===== config.mk =====
export PLATFORM = sky130hd
export DESIGN_NAME = ordered_ready_queue_top
export DESIGN_NICKNAME = d
export VERILOG_FILES = /design/src/rtl/core/orq_pkg.sv /design/src/rtl/core/orq_ctrl.sv /design/src/rtl/core/orq_datapath.sv /design/src/rtl/core/ordered_ready_queue_top.sv
export SDC_FILE = /design/constraint.sdc
export NUM_CORES = 2
export LEC_CHECK = 0
export BUFFER_PORTS_ARGS = -buffer_cell sky130_fd_sc_hd__buf_2
export CORE_UTILIZATION = 68
export CTS_CLUSTER_SIZE = 12
export DETAILED_ROUTE_END_ITERATION = 8
export PLACE_DENSITY_LB_ADDON = 0.3
export SYNTH_ARGS = -nofsm -noshare
export SYNTH_HDL_FRONTEND = slang
export SYNTH_SLANG_ARGS = --single-unit

===== constraint.sdc =====
create_clock -name clk_i -period 13.2 [get_ports clk_i]
set_input_delay 1.98 -clock clk_i [delete_from_list [all_inputs] [get_ports clk_i]]
set_output_delay 1.98 -clock clk_i [all_outputs]
set_load 0.005 [all_outputs]

===== src/rtl/core/orq_pkg.sv =====
`default_nettype none
// ----------------------------------------------------------------------------
// orq_pkg
// Shared types and constants of the ordered ready queue: item field widths,
// operation and status codes, and the command/status bundles that join the
// controller to the datapath.
// ----------------------------------------------------------------------------
package orq_pkg;

  localparam int unsigned ID_W  = 16;
  localparam int unsigned PRI_W = 16;
  localparam int unsigned REM_W = 32;
  localparam int unsigned OCC_W = 7;

  typedef enum logic [1:0] {
    OP_INSERT = 2'd0,
    OP_POP    = 2'd1,
    OP_FIND   = 2'd2,
    OP_NONE   = 2'd3
  } op_e;

  typedef enum logic [1:0] {
    ST_OK        = 2'd0,
    ST_NOT_FOUND = 2'd1,
    ST_EMPTY     = 2'd2,
    ST_FULL      = 2'd3
  } status_e;

  // Pointer update; every read is issued at the updated pointer.
  typedef enum logic [2:0] {
    PTR_HOLD = 3'd0,
    PTR_TAIL = 3'd1,
    PTR_ZERO = 3'd2,
    PTR_DEC  = 3'd3,
    PTR_INC  = 3'd4
  } ptr_op_e;

  typedef enum logic [2:0] {
    WR_NONE       = 3'd0,
    WR_FRESH_NEXT = 3'd1,  // new entry at ptr + 1
    WR_SHIFT_UP   = 3'd2,  // read entry to ptr + 1
    WR_SHIFT_DOWN = 3'd3,  // read entry to ptr - 1
    WR_FRESH_ZERO = 3'd4   // new entry at the head
  } wr_op_e;

  typedef enum logic [1:0] {
    CNT_HOLD = 2'd0,
    CNT_INC  = 2'd1,
    CNT_DEC  = 2'd2
  } cnt_op_e;

  typedef struct packed {
    logic [ID_W-1:0]  id;
    logic [PRI_W-1:0] pri;
    logic [REM_W-1:0] rem;
  } entry_t;

  typedef struct packed {
    logic    latch;
    logic    rd_en;
    ptr_op_e ptr_op;
    wr_op_e  wr_op;
    logic    cap_hit;
    logic    finish;
    status_e status;
    cnt_op_e cnt_op;
  } ctrl_cmd_t;

  typedef struct packed {
    op_e  op;
    logic cnt_zero;
    logic cnt_full;
    logic ptr_zero;
    logic ptr_last;
    logic ahead;
    logic id_match;
  } dp_status_t;

endpackage
`default_nettype wire


===== src/rtl/core/orq_ctrl.sv =====
`default_nettype none
// ----------------------------------------------------------------------------
// orq_ctrl
// Sequencer of the ordered ready queue: dispatches each item and steps the
// datapath through the tail-to-head insert walk, the pop shift and the
// lookup scan, one stored entry per cycle.
// ----------------------------------------------------------------------------
module orq_ctrl
  import orq_pkg::*;
(
  input  wire logic       clk_i,
  input  wire logic       rst_ni,
  input  wire logic       start,
  output logic            busy,
  input  wire dp_status_t sts_i,
  output ctrl_cmd_t       cmd_o
);

  typedef enum logic [5:0] {
    S_IDLE     = 6'b000001,
    S_DISPATCH = 6'b000010,
    S_INS_SCAN = 6'b000100,
    S_INS_HEAD = 6'b001000,
    S_POP_SCAN = 6'b010000,
    S_FIND     = 6'b100000
  } state_e;

  state_e state_q, state_d;

  always_ff @(posedge clk_i or negedge rst_ni) begin
    if (!rst_ni) begin
      state_q <= S_IDLE;
    end else begin
      state_q <= state_d;
    end
  end

  assign busy = (state_q != S_IDLE);

  always_comb begin
    state_d       = state_q;
    cmd_o         = '0;
    cmd_o.ptr_op  = PTR_HOLD;
    cmd_o.wr_op   = WR_NONE;
    cmd_o.status  = ST_OK;
    cmd_o.cnt_op  = CNT_HOLD;
    case (state_q)
      S_IDLE: begin
        if (start) begin
          cmd_o.latch = 1'b1;
          state_d     = S_DISPATCH;
        end
      end
      S_DISPATCH: begin
        case (sts_i.op)
          OP_INSERT: begin
            if (sts_i.cnt_full) begin
              cmd_o.finish = 1'b1;
              cmd_o.status = ST_FULL;
              state_d      = S_IDLE;
            end else if (sts_i.cnt_zero) begin
              cmd_o.wr_op  = WR_FRESH_ZERO;
              cmd_o.finish = 1'b1;
              cmd_o.cnt_op = CNT_INC;
              state_d      = S_IDLE;
            end else begin
              // walk from the tail toward the head
              cmd_o.ptr_op = PTR_TAIL;
              cmd_o.rd_en  = 1'b1;
              state_d      = S_INS_SCAN;
            end
          end
          OP_POP: begin
            if (sts_i.cnt_zero) begin
              cmd_o.finish = 1'b1;
              cmd_o.status = ST_EMPTY;
              state_d      = S_IDLE;
            end else begin
              cmd_o.ptr_op = PTR_ZERO;
              cmd_o.rd_en  = 1'b1;
              state_d      = S_POP_SCAN;
            end
          end
          OP_FIND: begin
            if (sts_i.cnt_zero) begin
              cmd_o.finish = 1'b1;
              cmd_o.status = ST_NOT_FOUND;
              state_d      = S_IDLE;
            end else begin
              cmd_o.ptr_op = PTR_ZERO;
              cmd_o.rd_en  = 1'b1;
              state_d      = S_FIND;
            end
          end
          default: begin
            cmd_o.finish = 1'b1;
            state_d      = S_IDLE;
          end
        endcase
      end
      S_INS_SCAN: begin
        if (sts_i.ahead) begin
          // move the stored entry one slot back; keep walking unless at the head
          cmd_o.wr_op = WR_SHIFT_UP;
          if (sts_i.ptr_zero) begin
            state_d = S_INS_HEAD;
          end else begin
            cmd_o.ptr_op = PTR_DEC;
            cmd_o.rd_en  = 1'b1;
          end
        end else begin
          cmd_o.wr_op  = WR_FRESH_NEXT;
          cmd_o.finish = 1'b1;
          cmd_o.cnt_op = CNT_INC;
          state_d      = S_IDLE;
        end
      end
      S_INS_HEAD: begin
        cmd_o.wr_op  = WR_FRESH_ZERO;
        cmd_o.finish = 1'b1;
        cmd_o.cnt_op = CNT_INC;
        state_d      = S_IDLE;
      end
      S_POP_SCAN: begin
        if (sts_i.ptr_zero) begin
          cmd_o.cap_hit = 1'b1;
        end else begin
          cmd_o.wr_op = WR_SHIFT_DOWN;
        end
        if (sts_i.ptr_last) begin
          cmd_o.finish = 1'b1;
          cmd_o.cnt_op = CNT_DEC;
          state_d      = S_IDLE;
        end else begin
          cmd_o.ptr_op = PTR_INC;
          cmd_o.rd_en  = 1'b1;
        end
      end
      S_FIND: begin
        if (sts_i.id_match) begin
          cmd_o.cap_hit = 1'b1;
          cmd_o.finish  = 1'b1;
          state_d       = S_IDLE;
        end else if (sts_i.ptr_last) begin
          cmd_o.finish = 1'b1;
          cmd_o.status = ST_NOT_FOUND;
          state_d      = S_IDLE;
        end else begin
          cmd_o.ptr_op = PTR_INC;
          cmd_o.rd_en  = 1'b1;
        end
      end
      default: begin
        state_d = S_IDLE;
      end
    endcase
  end

endmodule
`default_nettype wire


===== src/rtl/core/orq_datapath.sv =====
`default_nettype none
// ----------------------------------------------------------------------------
// orq_datapath
// Entry memory, walk pointer, order compare, entry count and result
// registers of the ordered ready queue.
// ----------------------------------------------------------------------------
module orq_datapath
  import orq_pkg::*;
#(
  parameter int unsigned QUEUE_DEPTH = 64
) (
  input  wire logic             clk_i,
  input  wire logic             rst_ni,
  input  wire ctrl_cmd_t        cmd_i,
  output dp_status_t            sts_o,
  input  wire logic [1:0]       operation_i,
  input  wire logic [ID_W-1:0]  item_id_i,
  input  wire logic [PRI_W-1:0] item_priority_i,
  input  wire logic [REM_W-1:0] item_remaining_i,
  output logic                  done_o,
  output logic [1:0]            status_o,
  output logic [ID_W-1:0]       out_id_o,
  output logic [PRI_W-1:0]      out_priority_o,
  output logic [REM_W-1:0]      out_remaining_o,
  output logic [OCC_W-1:0]      occupancy_o
);

  localparam int unsigned IDX_W = (QUEUE_DEPTH > 1) ? $clog2(QUEUE_DEPTH) : 1;
  localparam int unsigned CNT_W = $clog2(QUEUE_DEPTH + 1);

  // True when the fresh entry is served ahead of the stored one.
  function automatic logic goes_before(entry_t stored, entry_t fresh);
    logic res;
    if (stored.pri != fresh.pri) begin
      res = (stored.pri < fresh.pri);
    end else if (stored.rem != fresh.rem) begin
      res = (stored.rem > fresh.rem);
    end else begin
      res = (stored.id > fresh.id);
    end
    return res;
  endfunction

  entry_t           mem [QUEUE_DEPTH];
  entry_t           rd_data_q;
  entry_t           fresh_q;
  op_e              op_q;
  entry_t           hit_q, hit_d;
  logic [IDX_W-1:0] ptr_q, ptr_d;
  logic [CNT_W-1:0] count_q, count_d;
  logic [CNT_W-1:0] count_m1;
  logic             done_q;
  status_e          status_q;
  entry_t           res_q;
  logic             wr_en;
  logic [IDX_W-1:0] wr_addr;
  entry_t           wr_data;

  assign count_m1 = count_q - CNT_W'(1);

  always_comb begin
    case (cmd_i.ptr_op)
      PTR_HOLD: ptr_d = ptr_q;
      PTR_TAIL: ptr_d = count_m1[IDX_W-1:0];
      PTR_ZERO: ptr_d = '0;
      PTR_DEC:  ptr_d = ptr_q - IDX_W'(1);
      PTR_INC:  ptr_d = ptr_q + IDX_W'(1);
      default:  ptr_d = ptr_q;
    endcase
  end

  always_comb begin
    wr_en   = 1'b1;
    wr_addr = ptr_q + IDX_W'(1);
    wr_data = fresh_q;
    case (cmd_i.wr_op)
      WR_NONE:       wr_en = 1'b0;
      WR_FRESH_NEXT: wr_data = fresh_q;
      WR_SHIFT_UP:   wr_data = rd_data_q;
      WR_SHIFT_DOWN: begin
        wr_addr = ptr_q - IDX_W'(1);
        wr_data = rd_data_q;
      end
      WR_FRESH_ZERO: wr_addr = '0;
      default:       wr_en = 1'b0;
    endcase
  end

  always_ff @(posedge clk_i) begin
    if (wr_en) begin
      mem[wr_addr] <= wr_data;
    end
    if (cmd_i.rd_en) begin
      rd_data_q <= mem[ptr_d];
    end
  end

  always_ff @(posedge clk_i) begin
    ptr_q <= ptr_d;
    if (cmd_i.latch) begin
      op_q       <= op_e'(operation_i);
      fresh_q.id  <= item_id_i;
      fresh_q.pri <= item_priority_i;
      fresh_q.rem <= item_remaining_i;
    end
  end

  assign hit_d = cmd_i.cap_hit ? rd_data_q : hit_q;

  always_ff @(posedge clk_i) begin
    if (cmd_i.latch) begin
      hit_q <= '0;
    end else begin
      hit_q <= hit_d;
    end
    if (cmd_i.finish) begin
      status_q <= cmd_i.status;
      res_q    <= hit_d;
    end
  end

  always_comb begin
    case (cmd_i.cnt_op)
      CNT_HOLD: count_d = count_q;
      CNT_INC:  count_d = count_q + CNT_W'(1);
      CNT_DEC:  count_d = count_m1;
      default:  count_d = count_q;
    endcase
  end

  always_ff @(posedge clk_i or negedge rst_ni) begin
    if (!rst_ni) begin
      count_q <= '0;
      done_q  <= 1'b0;
    end else begin
      if (cmd_i.finish) begin
        count_q <= count_d;
      end
      done_q <= cmd_i.finish;
    end
  end

  assign sts_o.op       = op_q;
  assign sts_o.cnt_zero = (count_q == '0);
  assign sts_o.cnt_full = (count_q == CNT_W'(QUEUE_DEPTH));
  assign sts_o.ptr_zero = (ptr_q == '0);
  assign sts_o.ptr_last = (CNT_W'(ptr_q) == count_m1);
  assign sts_o.ahead    = goes_before(rd_data_q, fresh_q);
  assign sts_o.id_match = (rd_data_q.id == fresh_q.id);

  assign done_o          = done_q;
  assign status_o        = status_q;
  assign out_id_o        = res_q.id;
  assign out_priority_o  = res_q.pri;
  assign out_remaining_o = res_q.rem;
  assign occupancy_o     = OCC_W'(count_q);

endmodule
`default_nettype wire


===== src/rtl/core/ordered_ready_queue_top.sv =====
`default_nettype none
// ----------------------------------------------------------------------------
// ordered_ready_queue_top
// Ready queue of process entries kept in service order: insert in order,
// pop the head, look up an entry by id.
// ----------------------------------------------------------------------------
//  channel   ports                                        handshake
//  command   operation_i item_id_i item_priority_i        start & !busy
//            item_remaining_i
//  result    status_o out_id_o out_priority_o             done_o, one cycle
//            out_remaining_o occupancy_o
//
//  An item runs through one memory port pair, one stored entry per cycle:
//  insert walks from the tail, shifting entries back; pop shifts entries
//  toward the head; a lookup scans from the head; a full, empty or unknown
//  operation finishes at dispatch.
//  done_o rises the cycle after the last step; busy is low in that cycle, so
//  the next item may be started while the result is shown.
//  Reset clears the entry count; memory contents stay undefined.
//  The receiver cannot stall; each result is shown for exactly one cycle.
// ----------------------------------------------------------------------------
module ordered_ready_queue_top
  import orq_pkg::*;
#(
  parameter int unsigned QUEUE_DEPTH = 64
) (
  input  wire logic             clk_i,
  input  wire logic             rst_ni,
  input  wire logic             start,
  output logic                  busy,
  input  wire logic [1:0]       operation_i,
  input  wire logic [ID_W-1:0]  item_id_i,
  input  wire logic [PRI_W-1:0] item_priority_i,
  input  wire logic [REM_W-1:0] item_remaining_i,
  output logic                  done_o,
  output logic [1:0]            status_o,
  output logic [ID_W-1:0]       out_id_o,
  output logic [PRI_W-1:0]      out_priority_o,
  output logic [REM_W-1:0]      out_remaining_o,
  output logic [OCC_W-1:0]      occupancy_o
);

  ctrl_cmd_t  cmd;
  dp_status_t sts;

  orq_ctrl u_ctrl (
    .clk_i  (clk_i),
    .rst_ni (rst_ni),
    .start  (start),
    .busy   (busy),
    .sts_i  (sts),
    .cmd_o  (cmd)
  );

  orq_datapath #(
    .QUEUE_DEPTH (QUEUE_DEPTH)
  ) u_datapath (
    .clk_i            (clk_i),
    .rst_ni           (rst_ni),
    .cmd_i            (cmd),
    .sts_o            (sts),
    .operation_i      (operation_i),
    .item_id_i        (item_id_i),
    .item_priority_i  (item_priority_i),
    .item_remaining_i (item_remaining_i),
    .done_o           (done_o),
    .status_o         (status_o),
    .out_id_o         (out_id_o),
    .out_priority_o   (out_priority_o),
    .out_remaining_o  (out_remaining_o),
    .occupancy_o      (occupancy_o)
  );

endmodule
`default_nettype wire

# After elaboration in Yosys (flattened, before gate mapping)
# Memories as Yosys holds them, arrays and structs flattened. A register that Yosys moved wholly into a read port is not among the register bits.
# Index checks and enable logic that the tools add are counted.
# classes
addsub	4
magnitude_cmp	3
eq_ne	26
mux	60
n_reduce_logical	9
# ops
op	count
2-to-1 mux 64 bit	2
2-to-1 mux 6 bit	6
greater-than comparator 32 bit	1
inequality test 32 bit	1
case mux 6 bit (5 select lines)	1
2-to-1 mux 4 bit	6
case mux 6 bit (4 select lines)	1
2-to-1 mux 3 bit	7
case mux 6 bit (3 select lines)	1
== test 16 bit	1
greater-than comparator 16 bit	1
< comparator 16 bit	1
2-to-1 mux 1 bit	16
inequality test 16 bit	1
case mux 4 bit (4 select lines)	1
2-to-1 mux 2 bit	7
case mux 7 bit (2 select lines)	1
== test 3 x 2 -> 1 bit, second input constant	4
case mux 3 bit (4 select lines)	1
case mux 6 bit (2 select lines)	1
case mux 2 bit (4 select lines)	1
case mux 4 bit (2 select lines)	1
adder 7 x 1 -> 7 bit, second input constant	1
== test 6 x 7 -> 1 bit	1
31 further kinds	37
# word_totals
reg_bits	216
ram_bits	4096
out_inout_bits	75
word_cells	118
memories	1
# mem_list
name	words	width	rd	rd_clocked_by_memory_dff	write_ports	line	text
u_datapath.mem	64	64	1	1	1	orq_datapath.sv:44	entry_t mem [QUEUE_DEPTH];

# Depth between registers and ports, before layout
# logic_depth
ltp_word	10
ltp_mapped	18

# Cells and area by module
# From an unflattened synthesis, not the netlist that was laid out.
# hier_totals
cells_unflattened	13199
hier_area_um2	174015.6
# by_module_without_submodules
module	n_inst	cells_each	area_per_inst_um2	seq_area_each_um2
orq_datapath	1	13105	173345.0	130485.1
orq_ctrl	1	94	670.6	151.4

# Worst setup path after synthesis
# Ideal clock, no wire load.
# synth_path
path_type	reg-to-reg
startpoint	register u_datapath.count_q[2], in the netlist u_datapath.occupancy_o[2]
endpoint	memory u_datapath.mem[37][0] (netlist bit), enable pin
setup_ns	0.565
t_arrival_ns	6.930
required_ns	12.635
setup_slack_ns	5.706
stages_incl_launch_ff	12
n_path_buf	2
period_less_slack_ns	7.494
path_cell_list	dfrtp_1 buf_2 nor4_2 and3_1 a31o_2 clkbuf_1 nor2_1 nand3_1 o21ai_0 a221o_1 nand3b_1 nor3_1
# synth_between
elab_chain_cells	10
# synth_lines
item	line	text
start, declared	orq_datapath.sv:50	logic [CNT_W-1:0] count_q, count_d;
start signal, assigned	orq_datapath.sv:137	count_q <= count_d;
logical NOT 7 bit	orq_datapath.sv:144	assign sts_o.cnt_zero = (count_q == '0);
2-to-1 mux 3 bit	orq_ctrl.sv:61	end else if (sts_i.cnt_zero) begin
2-to-1 mux 7 bit *	orq_ctrl.sv:57	if (sts_i.cnt_full) begin
2-to-1 mux 3 bit *	orq_ctrl.sv:55	case (sts_i.op)
case mux 3 bit (4 select lines) *	orq_ctrl.sv:47	case (state_q)
== test 3 x 1 -> 1 bit, or another cell as far along	orq_datapath.sv:76	case (cmd_i.wr_op)
OR reduction 4 bit (no line)	n/a	
2-to-1 mux 1 bit	orq_datapath.sv:76	
2-to-1 mux 1 bit	orq_datapath.sv:90	if (wr_en) begin
2-to-1 mux 1 bit (implied by the code)	orq_datapath.sv:91	mem[wr_addr] <= wr_data;
end, declared	orq_datapath.sv:44	
# Mark *: on every way between the ends. The rest lies on a longest branch, timed or not.

# Final worst setup path
# layout_path
startpoint	register, netlist name u_datapath.rd_data_q[19]
endpoint	register, netlist name u_datapath.rd_data_q[14]
# layout_between
elab_chain_cells	7
# layout_lines
item	line	text
greater-than comparator 32 bit / inequality test 32 bit (equally long branches)	orq_datapath.sv:37, orq_datapath.sv:36	
2-to-1 mux 1 bit *	orq_datapath.sv:36	end else if (stored.rem != fresh.rem) begin
2-to-1 mux 1 bit *	orq_datapath.sv:34	if (stored.pri != fresh.pri) begin
2-to-1 mux 4 bit *	orq_ctrl.sv:102	if (sts_i.ahead) begin
case mux 4 bit (4 select lines) *	orq_ctrl.sv:47	
== test 3 bit, or another cell as far along	orq_datapath.sv:62	case (cmd_i.ptr_op)
case mux 6 bit (4 select lines)	orq_datapath.sv:62	
# Marked as above.
# A chain may end at the register's enable or synchronous reset.

==> key figures <==
Run status
  – Status: finished with violations
  – Failing checks: design-rule violations

Floorplanning
  – Die area: ~250,000 sq um
  – # rows: 181
  – Core Area: 244,000 sq um
  – I/O Pins: 144
  – Die H: 498 microns
  – Initial core utilization: 68.6%
  – Die width: 498 microns

Timing
  – Final Setup Violations: 0
  – Setup ws final: around 5200 ps
  – Slew HR: under 10%
  – Worst-Margin Slew: 1460 ps
  – F_max: 125 MHz
  – Final Hold Vio Count: 0
  – Final Max Slew Viols: 0
  – Tmin final: 8030 ps
  – Hold WS: 552 ps
  – Clock skew: 60.6 ps
  – Final TNS setup: 0 ps
  – Final Cycle Share: 60.8%
  – RSZ-0062 raised after global routing: false

Cells and area
  – FF/Latch Area: 131,000 sq um
  – Share of cells above drive strength 1: around a quarter
  – Area grow syn2layout: 10.5%
  – Commonest non-fill, non-tap cell in the layout: edfxtp_1
  – Most frequent cells in the layout: edfxtp_1, mux4_2, a22oi_1, clkbuf_16, a21oi_1
  – Nets: 8,181
  – Non-filler cells, final: 11,500
  – Post-route cell area: 185,000 sq um
  – Post-Route Utilization: 75.8%
  – Fillers: 11,500
  – Area of the multi-input gates: between 30,000 and 40,000 sq um

CTS
  – Max clock buf depth: 4
  – Skew-Pair Late Insertion Delay: about 1000 ps
  – TritonCTS buffer count: 435
  – CTS tree: yes
  – Postcts setup bufs: 0
  – Clk slew on worst S/H paths: about 60 ps
  – CTS Hold Bufs: 0
  – # resized after CTS: 0
  – Clock sink count: ~4,400
  – H-tree depth: 5
  – CTS root buf: clkbuf_16

Worst hold path
  – Hold Path Class: register to register
  – Hold Startpoint: u_datapath.hit_q[59]$_SDFF_PP0_

Routing
  – Wirelength per Cell: ~45 microns
  – Via count: ~93,000
  – Vias per cell: approximately 8.1
  – Routed WL: 512 mm
  – DRC violations left: 15
  – DR iter-0 viols: 19,400
  – ANT nets after route: 0
  – First drt pass iteration count: 9

Worst setup path
  – CP arrival: 8780 ps
  – Critical Path Start: u_datapath.rd_data_q[19]$_DFFE_PP_
  – Setup CP Type: register to register
  – RR Startpoint: u_datapath.rd_data_q[19]$_DFFE_PP_
  – Worst-path maximum fanout: 163
  – Startpoint Class: register
  – Worst Setup End Kind: register
  – Worst path required time: 13,950 ps

Place
  – HPWL Detailed: 243 mm
  – Placed Area: 173,000 sq um
  – PortBufs: approximately 140
  – Setup slack at placement: 5430 ps
  – Placed cells: 10,800
  – Placer Congestion: 0.912

Synthesis
  – Ys Warns: 0
  – #FFs+latches synth: about 4,400
  – Yosys cell types: between 60 and 70
  – Most used DFF post-synth: edfxtp_1
  – Synth Instances: 7,696
  – Number of synthesized flops with an enable pin: 4,292
  – Syn_area_per_cell: 21.7 sq um
  – Yosys top cell area share: 77.0%
  – Post-Syn Nets: a little under 8,000
  – Synth top area cells: edfxtp_1, mux4_2, a22oi_1, mux2_2, dfxtp_1
  – Post-synthesis sequential area ratio: between 70 and 80%
  – Ys async rst share: 0.320%
  – Most area-hungry cell type in the Yosys netlist: edfxtp_1
  – Mapped Area: ~170,000 sq um

Run
  – Max Cap Violations: 0

Power
  – Leakage: 59.3 nW
  – Worst vdd ir: 0.169 mV
  – Tot Pwr: 31.5 mW
  – Power per cell area: 170 nW/um^2

GRT
  – Largest net degree at the start of global routing: ~160
  – Grt total ovfl: 0
  – First-pass GRT wire length: between 700 and 800 mm
  – Gr usage total: 41.5%
  – Vias in the first global route: just over 90,000
  – Initial antenna violation count: 31
layout make-up:
class / count / area share, %
clock buffers: 621 / 6.41
multi-input cells: 2797 / 19.0
inverters: 78 / 0.158
diodes: 15 / 0.0203
repair buffers: 349 / 1.34
clock inverters: 52 / 0.257
flip-flops and latches: 4376 / 70.6
well taps: 3202 / 2.17
worst max-delay path: stages, from the launching register on:
cell,delay [ps]
edfxtp_1,520
ha_1,400
and4_1,370
and4_1,670
o211ai_1,190
or4_1,470
and3b_4,220
a211oi_2,610
nand2_1,190
a221oi_4,340
buf_4,680
buf_4,740
buf_12,680
mux4_2,430
a22oi_1,220
a31oi_1,240
or4_1,530
where the power goes:
group          leakage, nW  total, mW  switching, mW  internal [mW]
Sequential            39.4       16.1         0.0848           16.0
Combinational         14.0       4.12           2.70           1.42
Clock                 5.97       11.3           5.07           6.26
Yosys cell counts, types with 4 or more instances:
master,count
inv_1,78
a31oi_1,72
nand2b_1,8
dfxtp_1,70
xor2_1,8
a21o_1,10
and4_1,5
nand3b_1,5
mux4_2,960
buf_1,56
o21ai_0,90
or2_2,5
a22oi_1,449
mux2_2,189
ha_1,75
o211ai_1,72
or3_1,4
nand2_1,121
buf_4,11
edfxtp_1,4292
xnor2_1,15
and3_1,8
a21oi_1,226
clkbuf_1,207
nand3_1,148
nand4_1,14
nor3_1,11
o21a_1,68
nor2b_1,9
nor2_1,101
o22ai_1,4
buf_2,170
dfrtp_1,13
or4_1,65
cells by family after synthesis:
kind of cell | Yosys count | share of synthesized area, %
flip-flops | 4376 | 78.1
multiplexers | 1152 | 14.2
AND/OR/NAND/NOR | 522 | 1.59
adder cells (fa/ha/maj) | 75 | 0.561
XOR/XNOR | 24 | 0.134
AO/OA/AOI/OAI | 1024 | 4.09
buffers and inverters | 523 | 1.33
flip-flops by register name (all words and copies together) (netlist names), 7 cells and up:
| register | cells |
|---|---|
| u_datapath.out_priority_o | 16 |
| u_datapath.occupancy_o | 7 |
| u_datapath.fresh_q | 64 |
| u_datapath.mem | 4096 |
| u_datapath.out_id_o | 16 |
| u_datapath.out_remaining_o | 32 |
| u_datapath.rd_data_q | 64 |
| u_datapath.hit_q | 64 |
final timing paths:
check                           cells past startpoint                            endpoint  slack [ps]
worst min-delay path                                1   u_datapath.out_id_o[11]$_DFFE_PP_         550
worst max-delay path                               16  u_datapath.rd_data_q[14]$_DFFE_PP_        5170
worst max register to register                     16  u_datapath.rd_data_q[14]$_DFFE_PP_        5170
min in group asynchronous                           1         u_datapath.done_o$_DFF_PN0_         880
worst min register to register                      1   u_datapath.out_id_o[11]$_DFFE_PP_         550
max in group asynchronous                           1       u_ctrl.state_q[0]$_DFFE_PN1P_       11990
metal layers:
metal  wire length [microns]  share of wire, %  up-vias  track usage, %
met5                      93             0.018        -               0
met2                  230000                45    10700            61.7
met4                   42800               8.4       14            28.2
li1                        -                 -    33200               -
met1                  153000                30    46400            52.9
met3                   85500                17     2457            13.6
Power figures use the tool's default switching activity.
